**src/hw/rtl/unsigned_to_ascii_digits_assert.svh**
```systemverilog
// Assertion macros for the integer-to-ASCII digit converter.
// Depends on a clock named clock and an active-high reset named reset in scope.
`ifndef UNSIGNED_TO_ASCII_DIGITS_ASSERT_SVH
`define UNSIGNED_TO_ASCII_DIGITS_ASSERT_SVH

// Consequent must hold in the same cycle as the antecedent.
`define U2A_ASSERT_NOW(lbl, ante, cons, msg) \
   lbl: assert property (@(posedge clock) disable iff (reset) (ante) |-> (cons)) \
      else $error(msg);

// Consequent must hold in the cycle after the antecedent.
`define U2A_ASSERT_NEXT(lbl, ante, cons, msg) \
   lbl: assert property (@(posedge clock) disable iff (reset) (ante) |=> (cons)) \
      else $error(msg);

`endif

```
**src/hw/rtl/u2a_pkg.sv**
```systemverilog
// Shared types, constants and functions for the integer-to-ASCII converter.
// No dependencies.
`default_nettype none

package u2a_pkg;

   // Significant bits of the input value; also the deepest digit count (binary).
   localparam int VALUE_WIDTH = 32;
   localparam int DIGIT_DEPTH = VALUE_WIDTH;
   localparam int COUNT_W     = $clog2(DIGIT_DEPTH + 1);
   localparam int DIGIT_W     = 4;

   // Reciprocal of ten: ceil(2^(W+3) / 10), exact quotient for any W-bit dividend.
   localparam int RECIP_SHIFT = VALUE_WIDTH + 3;
   localparam logic [VALUE_WIDTH+4:0] RECIP_POW = {2'b01, {RECIP_SHIFT{1'b0}}};
   localparam logic [VALUE_WIDTH+4:0] RECIP_FULL =
      (RECIP_POW + (VALUE_WIDTH + 5)'(9)) / (VALUE_WIDTH + 5)'(10);
   localparam logic [VALUE_WIDTH-1:0] RECIP_TEN = RECIP_FULL[VALUE_WIDTH-1:0];

   localparam logic [6:0] ASCII_ZERO  = 7'h30;
   localparam logic [6:0] ASCII_UPPER = 7'h41;
   localparam logic [6:0] ASCII_LOWER = 7'h61;
   localparam logic [DIGIT_W-1:0] DIGIT_TEN = 4'd10;

   typedef enum logic [1:0] {
      BASE_BIN = 2'd0,
      BASE_OCT = 2'd1,
      BASE_DEC = 2'd2,
      BASE_HEX = 2'd3
   } base_type;

   // Result of one pass through the radix divider.
   typedef struct packed {
      logic                   done;
      logic [VALUE_WIDTH-1:0] quot;
      logic [DIGIT_W-1:0]     rem;
   } div_res_type;

   // Digit stack control.
   typedef struct packed {
      logic               push;
      logic               pop;
      logic [DIGIT_W-1:0] digit;
   } stack_ctl_type;

   function automatic logic [6:0] digit_ascii(input logic [DIGIT_W-1:0] d,
                                              input logic upper);
      logic [6:0] d7;
      d7 = {3'b000, d};
      if (d < DIGIT_TEN) begin
         return ASCII_ZERO + d7;
      end
      return (upper ? ASCII_UPPER : ASCII_LOWER) + d7 - {3'b000, DIGIT_TEN};
   endfunction

endpackage

`default_nettype wire

```
**src/hw/rtl/unsigned_to_ascii_digits.sv**
```systemverilog
// Top level of the integer-to-ASCII converter: sequencer, divider and digit stack.
// Depends on u2a_pkg, u2a_div, u2a_stack and unsigned_to_ascii_digits_assert.svh.
//
//   channel  direction  handshake              payload
//   req_     in         req_valid / req_ready  value, base_select, upper_hex
//   rsp_     out        rsp_valid / rsp_ready  digit_char, last_digit
//
// An item producing n digits takes one divider pass per digit in the shared divider
// (reciprocal product registered, quotient and remainder settle the next cycle),
// then one pop per digit from the stack, n from 1 to 32 (binary of a 32-bit value).
// Reset is synchronous and active high; it clears the sequencer and output valid.
// A stalled rsp_ready holds the output register and pauses the digit stack.
// The next transaction is taken as soon as the last digit sits in the output register.
`default_nettype none

`include "unsigned_to_ascii_digits_assert.svh"

module unsigned_to_ascii_digits (
   input  wire logic        clock,
   input  wire logic        reset,
   input  wire logic        req_valid,
   output logic             req_ready,
   input  wire logic [31:0] req_value,
   input  wire logic [1:0]  req_base_select,
   input  wire logic        req_upper_hex,
   output logic             rsp_valid,
   input  wire logic        rsp_ready,
   output logic [6:0]       rsp_digit_char,
   output logic             rsp_last_digit
);

   localparam int W = u2a_pkg::VALUE_WIDTH;

   typedef enum logic [2:0] {
      ST_IDLE = 3'b001,
      ST_DIV  = 3'b010,
      ST_EMIT = 3'b100
   } state_type;

   state_type                  state_ff, state_in;
   logic [u2a_pkg::COUNT_W-1:0] count_ff, count_in;
   logic                       upper_ff;
   u2a_pkg::base_type          base_ff;
   logic                       rsp_valid_ff, rsp_valid_in;
   logic [6:0]                 rsp_char_ff;
   logic                       rsp_last_ff;

   logic                        accept;
   logic                        div_load;
   logic [W-1:0]                div_dvd;
   u2a_pkg::base_type           div_base;
   u2a_pkg::div_res_type        div_res;
   u2a_pkg::stack_ctl_type      stk_ctl;
   logic [u2a_pkg::DIGIT_W-1:0] stk_top;
   logic                        out_free;
   logic                        emit;

   assign req_ready = (state_ff == ST_IDLE);
   assign accept    = req_valid && req_ready;
   assign out_free  = !rsp_valid_ff || rsp_ready;
   assign emit      = (state_ff == ST_EMIT) && out_free;

   // Feed the divider: the fresh value on accept, else the last quotient.
   always_comb begin
      div_load = accept ||
                 ((state_ff == ST_DIV) && div_res.done && (div_res.quot != '0));
      div_dvd  = accept ? req_value[W-1:0] : div_res.quot;
      div_base = accept ? u2a_pkg::base_type'(req_base_select) : base_ff;
   end

   u2a_div u_div (
      .clock    (clock),
      .reset    (reset),
      .load     (div_load),
      .dividend (div_dvd),
      .base     (div_base),
      .res      (div_res)
   );

   // Push each remainder as it comes out; pop while emitting.
   always_comb begin
      stk_ctl.push  = (state_ff == ST_DIV) && div_res.done;
      stk_ctl.pop   = emit;
      stk_ctl.digit = div_res.rem;
   end

   u2a_stack u_stack (
      .clock (clock),
      .ctl   (stk_ctl),
      .top   (stk_top)
   );

   // Sequencer.
   always_comb begin
      state_in     = state_ff;
      count_in     = count_ff;
      rsp_valid_in = rsp_valid_ff && !rsp_ready;
      case (state_ff)
         ST_IDLE: begin
            count_in = '0;
            if (accept) begin
               state_in = ST_DIV;
            end
         end
         ST_DIV: begin
            if (div_res.done) begin
               count_in = count_ff + 1'b1;
               if (div_res.quot == '0) begin
                  state_in = ST_EMIT;
               end
            end
         end
         ST_EMIT: begin
            if (out_free) begin
               rsp_valid_in = 1'b1;
               count_in     = count_ff - 1'b1;
               if (count_ff == u2a_pkg::COUNT_W'(1)) begin
                  state_in = ST_IDLE;
               end
            end
         end
         default: begin
            state_in = ST_IDLE;
         end
      endcase
   end

   always_ff @(posedge clock) begin
      if (reset) begin
         state_ff     <= ST_IDLE;
         count_ff     <= '0;
         rsp_valid_ff <= 1'b0;
      end else begin
         state_ff     <= state_in;
         count_ff     <= count_in;
         rsp_valid_ff <= rsp_valid_in;
      end
      if (accept) begin
         upper_ff <= req_upper_hex;
         base_ff  <= u2a_pkg::base_type'(req_base_select);
      end
      if (emit) begin
         rsp_char_ff <= u2a_pkg::digit_ascii(stk_top, upper_ff);
         rsp_last_ff <= (count_ff == u2a_pkg::COUNT_W'(1));
      end
   end

   assign rsp_valid      = rsp_valid_ff;
   assign rsp_digit_char = rsp_char_ff;
   assign rsp_last_digit = rsp_last_ff;

   // Checks.
   `U2A_ASSERT_NOW(a_count_bound, 1'b1, count_ff <= u2a_pkg::COUNT_W'(u2a_pkg::DIGIT_DEPTH),
      "digit count beyond stack depth")
   `U2A_ASSERT_NOW(a_emit_nonempty, state_ff == ST_EMIT, count_ff != '0,
      "emitting from an empty digit stack")
   `U2A_ASSERT_NEXT(a_last_idle, emit && (count_ff == u2a_pkg::COUNT_W'(1)),
      state_ff == ST_IDLE, "sequencer not idle after the last digit")
   `U2A_ASSERT_NOW(a_div_in_div, div_res.done, state_ff == ST_DIV,
      "divider result outside divide phase")

endmodule

`default_nettype wire

```
**src/hw/rtl/u2a_div.sv**
```systemverilog
// Shared radix divider: quotient and remainder by 2, 8, 10 or 16, ready the cycle after load.
// Depends on u2a_pkg.
`default_nettype none

module u2a_div (
   input  wire logic                            clock,
   input  wire logic                            reset,
   input  wire logic                            load,
   input  wire logic [u2a_pkg::VALUE_WIDTH-1:0] dividend,
   input  wire u2a_pkg::base_type               base,
   output u2a_pkg::div_res_type                 res
);

   localparam int W = u2a_pkg::VALUE_WIDTH;

   logic [W-1:0]           dvd_ff;
   u2a_pkg::base_type      base_ff;
   logic [2*W-1:0]         prod_ff, prod_in;
   logic                   done_ff;
   logic [W-1:0]           q10;
   logic [u2a_pkg::DIGIT_W-1:0] q10_x10, r10;

   assign prod_in = {{W{1'b0}}, dividend} * {{W{1'b0}}, u2a_pkg::RECIP_TEN};

   always_ff @(posedge clock) begin
      if (reset) begin
         done_ff <= 1'b0;
      end else begin
         done_ff <= load;
      end
      if (load) begin
         dvd_ff  <= dividend;
         base_ff <= base;
         prod_ff <= prod_in;
      end
   end

   // Remainder by ten is below ten, so the low nibble settles it.
   always_comb begin
      q10     = W'(prod_ff[2*W-1:u2a_pkg::RECIP_SHIFT]);
      q10_x10 = {q10[0], 3'b000} + {q10[2:0], 1'b0};
      r10     = dvd_ff[3:0] - q10_x10;
   end

   always_comb begin
      res.done = done_ff;
      case (base_ff)
         u2a_pkg::BASE_BIN: begin
            res.quot = dvd_ff >> 1;
            res.rem  = {3'b000, dvd_ff[0]};
         end
         u2a_pkg::BASE_OCT: begin
            res.quot = dvd_ff >> 3;
            res.rem  = {1'b0, dvd_ff[2:0]};
         end
         u2a_pkg::BASE_DEC: begin
            res.quot = q10;
            res.rem  = r10;
         end
         default: begin
            res.quot = dvd_ff >> 4;
            res.rem  = dvd_ff[3:0];
         end
      endcase
   end

endmodule

`default_nettype wire

```
**src/hw/rtl/u2a_stack.sv**
```systemverilog
// Last-in first-out digit stack: digits come out most significant first.
// Depends on u2a_pkg.
`default_nettype none

module u2a_stack (
   input  wire logic                            clock,
   input  wire u2a_pkg::stack_ctl_type          ctl,
   output logic [u2a_pkg::DIGIT_W-1:0]          top
);

   localparam int DEPTH = u2a_pkg::DIGIT_DEPTH;

   logic [u2a_pkg::DIGIT_W-1:0] entry_ff [DEPTH];

   always_ff @(posedge clock) begin
      if (ctl.push) begin
         entry_ff[0] <= ctl.digit;
         for (int i = 1; i < DEPTH; i++) begin
            entry_ff[i] <= entry_ff[i-1];
         end
      end else if (ctl.pop) begin
         for (int i = 0; i < DEPTH - 1; i++) begin
            entry_ff[i] <= entry_ff[i+1];
         end
         entry_ff[DEPTH-1] <= '0;
      end
   end

   assign top = entry_ff[0];

endmodule

`default_nettype wire

```
**config.mk**
```make
export PLATFORM = sky130hd
export DESIGN_NAME = unsigned_to_ascii_digits
export DESIGN_NICKNAME = d
export VERILOG_FILES = /design/src/hw/rtl/u2a_pkg.sv /design/src/hw/rtl/unsigned_to_ascii_digits.sv /design/src/hw/rtl/u2a_div.sv /design/src/hw/rtl/u2a_stack.sv
export VERILOG_INCLUDE_DIRS = /design/src /design/src/hw/rtl
export SDC_FILE = /design/constraint.sdc
export NUM_CORES = 2
export LEC_CHECK = 0
export BUFFER_PORTS_ARGS = -buffer_cell sky130_fd_sc_hd__clkbuf_2
export CORE_MARGIN = 10
export CORE_UTILIZATION = 66
export CTS_CLUSTER_DIAMETER = 40
export DETAILED_ROUTE_END_ITERATION = 16
export PLACE_DENSITY = 0.88
export SYNTH_ARGS = -nofsm -noshare
export SYNTH_HDL_FRONTEND = slang
export SYNTH_SLANG_ARGS = --single-unit
```
**constraint.sdc**
```tcl
create_clock -name clock -period 10.5 [get_ports clock]
set_clock_uncertainty 0.05 [all_clocks]
set_input_delay 0.525 -clock clock [delete_from_list [all_inputs] [get_ports clock]]
set_output_delay 0.525 -clock clock [all_outputs]
set_load 0.005 [all_outputs]
```
# Word-level counts from Yosys, hierarchy flattened
# Memories as Yosys holds them, arrays and structs flattened.
# Index checks and enable logic that the tools add are counted.
[classes] n_addsub=7 n_mul=1 n_lt_le_gt_ge=1 n_eq_ne=11 muxes=56 bitwise=32 reduce_logical=15
[op_table] operator="4-bit 2-to-1 mux" n=32
[op_table] operator="35-bit case mux with 3 select lines" n=1
[op_table] operator="32-bit by 32-bit multiplier with 64-bit output, second input constant" n=1
[op_table] operator="32-bit zero test" n=1
[op_table] operator="32-bit 2-to-1 mux" n=1
[op_table] operator="1-bit bitwise OR" n=32
[op_table] operator="32-bit nonzero test" n=1
[op_table] operator="6-bit 2-to-1 mux" n=3
[op_table] operator="6-bit case mux with 3 select lines" n=1
[op_table] operator="3-bit 2-to-1 mux" n=5
[op_table] operator="7-bit 2-to-1 mux" n=2
[op_table] operator="1-bit 2-to-1 mux" n=9
[op_table] operator="3-bit case mux with 3 select lines" n=1
[op_table] operator="2-bit by 1-bit != test with 1-bit output, second input constant" n=4
[op_table] operator="6-bit by 4-bit adder with 7-bit output, first input constant" n=1
[op_table] operator="7-bit by 4-bit adder with 7-bit output" n=1
[op_table] operator="7-bit by 4-bit subtractor with 7-bit output, second input constant" n=1
[op_table] operator="6-bit by 1-bit adder with 6-bit output, second input constant" n=1
[op_table] operator="6-bit by 1-bit == test with 1-bit output, second input constant" n=1
[op_table] operator="6-bit by 1-bit subtractor with 6-bit output, second input constant" n=1
[op_table] operator="1-bit logical AND" n=5
[op_table] operator="5-bit AND reduction" n=1
[op_table] operator="4-bit adder" n=1
[op_table] operator="4-bit less-than comparator, second input constant" n=1
[op_table] operator="other kinds (13)" n=15
[word_totals] regBits=120 mem_bits_rw=128 in_bits=39 output_inout_bits=10 word_cells=135 n_memories=1
[memory_table] name="u_stack.entry_ff" depth=32 width=4 read_ports=32 rd_ports_with_merged_regs=0 write_ports=32 line="u2a_stack.sv:13" text="logic [u2a_pkg::DIGIT_W-1:0] entry_ff [DEPTH];"

# Longest topological paths before layout
[depth] word_depth=7 ltp_mapped=33

# Cells and area by module
# A second synthesis with hierarchy kept.
[hier_totals] cells_unflattened=2193 area_unflattened_um2=26541.7
[modules_own_cells] mod="u2a_div" instances=1 cells_per_inst=1736 area_per_inst_um2=19145.9
[modules_own_cells] mod="u2a_stack" instances=1 cells_per_inst=276 area_per_inst_um2=5695.5
[modules_own_cells] mod="unsigned_to_ascii_digits" instances=1 cells_per_inst=181 area_per_inst_um2=1700.4

# Least setup slack after synthesis
# No wires, ideal clock.
[synth_timing] path_type="register to register" from="register u_div.base_ff[0]" to="register u_div.prod_ff[61] (data pin)" setup_time_ns=0.158 arrival_ns=8.483 required_time_ns=10.292 setup_slack_ns=1.809 stages_incl_launch_ff=32 n_path_buf=4 synth_period_minus_slack_ns=8.691 path_cell_list="edfxtp_1 > buf_4 > buf_1 > clkbuf_1 > mux4_2 > mux2i_1 > inv_1 > ha_1 > clkbuf_1 > xor2_1 > ha_1 > a21o_1 > fa_1 > inv_1 > fa_1 > inv_1 > fa_1 > fa_1 > fa_1 > inv_1 > fa_1 > inv_1 > ha_1 > nand2_2 > or3_1 > nor3_1 > inv_1 > o211a_4 > o21ai_4 > a311oi_2 > o41a_1 > a211oi_2"
[synth_via] elab_chain_cells=4 elab_cells_between_ends=6 cone_classes="mul (1); eq/ne (2); mux (2); reduce/logical (1)"
[synth_lines] element="from (decl)" line="u2a_div.sv:17" text="u2a_pkg::base_type base_ff;"
[synth_lines] element="from (signal assigned)" line="u2a_div.sv:33" text="base_ff <= base;"
[synth_lines] element="2-bit == test, or another cell as far along" line="u2a_div.sv:47" text="case (base_ff)"
[synth_lines] element="35-bit case mux with 3 select lines *" line="u2a_div.sv:47"
[synth_lines] element="32-bit 2-to-1 mux *" line="unsigned_to_ascii_digits.sv:67" text="div_dvd = accept ? req_value[W-1:0] : div_res.quot;"
[synth_lines] element="32-bit by 32-bit multiplier with 64-bit output *" line="u2a_div.sv:23" text="assign prod_in = {{W{1'b0}}, dividend} * {{W{1'b0}}, u2a_pkg::RECIP_TEN};"
[synth_lines] element="via u_div.prod_in[61]" line="u2a_div.sv:18" text="logic [2*W-1:0] prod_ff, prod_in;"
[synth_lines] element="to (signal assigned)" line="u2a_div.sv:34" text="prod_ff <= prod_in;"
[synth_lines] element="to (decl)" line="u2a_div.sv:18"
# Mark *: on every way through the listed nets, which the timed path passes. The rest lies on a longest branch.
# A chain may end at the register's enable or synchronous reset.

# Worst setup path in the final report
[layout_timing] from="register u_div.base_ff[0]" to="register u_div.prod_ff[54] (data pin)"
[layout_via] elab_chain_cells=4 elab_cells_between_ends=6 cone_classes="mul (1); eq/ne (2); mux (2); reduce/logical (1)"
[layout_lines] element="2-bit == test, or another cell as far along" line="u2a_div.sv:47"
[layout_lines] element="35-bit case mux with 3 select lines *" line="u2a_div.sv:47"
[layout_lines] element="32-bit 2-to-1 mux *" line="unsigned_to_ascii_digits.sv:67"
[layout_lines] element="via div_dvd[3]" line="unsigned_to_ascii_digits.sv:50" text="logic [W-1:0] div_dvd;"
[layout_lines] element="32-bit by 32-bit multiplier with 64-bit output *" line="u2a_div.sv:23"
[layout_lines] element="via u_div.prod_in[54]" line="u2a_div.sv:18"
# Marks and branches as above.

==> results.md <==
- Outcome: completed
- Synth warn: 0
- Worst min path class: in -> reg
- CTS root buffer: clkbuf_16
- Fmax: 100.8 MHz
- Startpoint types: flop
- Netlist cell types: 67
- GPL Wtd Cong: 1.052
- Core box area: 40010 sq um
- Yosys reg bits: 213
- Hold-fix buffers at CTS: 0
- Syn Inst Count: 2687
- CTS H-tree lvls: 1
- Post-place instance area: 27740 sq um
- Crit path top cell by count: fa_1
- Final setup violation count: 0
- Crit Path Max Fanout: 14
- Residual DRC: 0
- TritonCTS buffer count: 26
- Setup TNS Final: 0 ns
- EDFF count, synth: 200
- Clock sink total: 213
- DR WL/cell: 24.60 um
- Post-CTS Setup Inserts: 0
- Initial Util: 67.15%
- Mapped cell area: 26870 sq um
- Vias in the first global route: 20.77k
- Pins over their slew limit: 0
- Drt initial violations: 2325
- Layout cells sized above 1: 6.186%
- Worst-path clk slew: 0.06 ns
- Total GRT Usage: 33.22%
- Seq/Total Area, Yosys: 23.32%
- Critical path's slowest cell: a2111oi_0
- RSZ-0062 raised after global routing: false
- Post-route ant nets: 0
- CP Cell Sequence: buf_4 > mux4_2 > mux2i_1 > inv_1 > ha_1 > xor2_1 > xor2_1 > fa_1 > fa_1 > fa_1 > fa_1 > fa_1 > inv_1 > fa_1 > inv_1 > ha_1 > and3_1 > a31oi_1 > nor2_1 > a2111oi_0 > and2_1 > o31ai_1 > a221oi_1 > xnor2_1
- Pin count of the biggest net entering global routing: 87
- Vias: 19.56k
- Worst setup startpoint: u_div.base_ff[0]$_DFFE_PP_
- Syn_nets: 3465
- HPWL Detailed: 68850 um
- Max Root-Sink Buffers: 3
- Final min period: 9.919 ns
- Worst path arrival time: 10.18 ns
- Top Family by Delay on Critical Path: adder cells
- Worst path required time: 10.76 ns
- Post-synth ARST share: 0%
- Final WL: 80580 um
- Worst-Skew Late Latency: 0.56 ns
- Height of the die: 221.8 um
- Grt ovf: 0
- Main synth FF type: edfxtp_1
- Hold_sp: req_upper_hex
- Worst reg-to-reg setup slack: 0.58 ns
- Syn Area/Cell: 9.998 sq um
- Post-Layout Inst Area: 28630 sq um
- I/O pin count: 49
- Commonest non-fill, non-tap cell in the layout: inv_1
- # nets final: 3506
- Measured slew at the worst slew-check pin: 1.265 ns
- Number of antenna violations at the first check in global routing: 1
- Critical path type: reg -> reg
- Hold Vio Cnt, Final: 0
- Chip Width: 221.8 um
- Initial DRT Pass Iterations: 6
- WHS: 0.1270 ns
- Port bufs: 48
- Filler cells: 2933
- Post_cts resized: 0
- Crit-path max cell delay: 0.77 ns
- Post-Layout Cell Count: 3276
- CP Buf/Inv Count: 4
- First-pass GRT wire length: 124200 um
- Crit path capture type: flop
- Commonest cells after routing, fill and taps aside: inv_1, nand2_1, fa_1
- Fin crit share: 94.47%
- Placed Cells: 3225
- P&R area growth vs syn: 6.548%
- Row count: 73
- RR Startpoint: u_div.base_ff[0]$_DFFE_PP_
- Routed vias/inst: 5.971
- Max_slew headroom: 14.78%
- TritonCTS clock tree: done
- # Max-Cap Violations: 0
- Full die area: 49180 sq um
final cells by class:
class / count / area (sq um) / share of cell area, %
multi-input cells: 1767 / 17960 / 62.74
flip-flops and latches: 213 / 6266 / 21.89
inverters: 646 / 2425 / 8.471
clock buffers: 33 / 676.9 / 2.365
well taps: 525 / 656.9 / 2.295
repair buffers: 74 / 435.4 / 1.521
clock inverters: 15 / 197.7 / 0.6906
diodes: 3 / 7.507 / 0.02623
cells in the mapped netlist, types with 7 or more instances:
cell type	count	area, sq um
inv_1	645	2421
nand2_1	440	1652
fa_1	388	7767
ha_1	351	4392
edfxtp_1	200	6006
nor2_1	104	390.4
a21oi_1	82	410.4
o21ai_0	52	260.3
clkbuf_1	48	180.2
xnor2_1	44	385.4
xor2_1	39	341.6
mux4_2	28	630.6
a21o_1	27	202.7
and3_1	19	118.9
nand3_1	19	95.09
and2_1	14	87.58
dfxtp_1	13	260.3
nand4_1	13	81.33
nor3_1	13	65.06
or2_2	13	81.33
a211oi_1	9	67.56
nor4_1	9	56.30
o21a_1	9	67.56
o21bai_1	9	67.56
a31oi_1	7	43.79
through the flow:
step | util, % | setup slack, ns
after global routing | 71.54 | 0.2298
after detailed placement | 69.35 | 0.8024
after global placement | 69.35 | 0.9189
after CTS | 71.53 | 0.7379
final | 71.55 | 0.5809
after floorplan | - | 1.809
worst reg2reg max path, cell delays in order (launching register included):
cell and delay (ns):
edfxtp_1 0.76, buf_4 0.31, mux4_2 0.56, mux2i_1 0.36, inv_1 0.31, ha_1 0.58, xor2_1 0.53, xor2_1 0.23
fa_1 0.49, fa_1 0.64, fa_1 0.51, fa_1 0.48, fa_1 0.52, inv_1 0.05, fa_1 0.48, inv_1 0.04
ha_1 0.30, and3_1 0.29, a31oi_1 0.26, nor2_1 0.11, a2111oi_0 0.77, and2_1 0.39, o31ai_1 0.20, a221oi_1 0.36
xnor2_1 0.11
metal layers:
layer	GRT usage, %	vias to the layer above	part of all wire (%)
met1	43.91	9749	39
met2	53.04	1070	47
met3	6.446	180	9.6
met4	13.60	0	4.7
met5	0	-	0
li1	-	8561	-
registers in the layout, indices dropped and copies added (netlist names):
name,count
u_stack.entry_ff,128
u_div.prod_ff,31
u_div.dvd_ff,30
rsp_digit_char,7
count_ff,6
state_ff,3
base_ff,2
u_div.base_ff,2
rsp_last_digit,1
rsp_valid,1
u_div.done_ff,1
upper_ff,1
kinds of logic (layout without fill, tap and decap cells):
| kind of cell | after synthesis | in the layout | synth area share, % |
|---|---|---|---|
| other | 0 | 3 | 0 |
| multiplexers | 34 | 34 | 2.571 |
| adder cells (fa/ha/maj) | 739 | 739 | 45.26 |
| AO/OA/AOI/OAI | 237 | 237 | 5.635 |
| flip-flops | 213 | 213 | 23.32 |
| buffers and inverters | 707 | 768 | 9.934 |
| XOR/XNOR | 83 | 83 | 2.706 |
| AND/OR/NAND/NOR | 674 | 674 | 10.57 |
path summary, 6_finish.rpt:
check,end,cells past startpoint
min reg2reg,base_ff[0]$_DFF_P_,2
max,u_div.prod_ff[54]$_DFFE_PP_,24
max reg2reg,u_div.prod_ff[54]$_DFFE_PP_,24
min,upper_ff$_DFFE_PP_,1
Power is left out: the tool's default activity adds up to more than one toggle a clock period on the data nets, which glitch-free logic cannot reach.
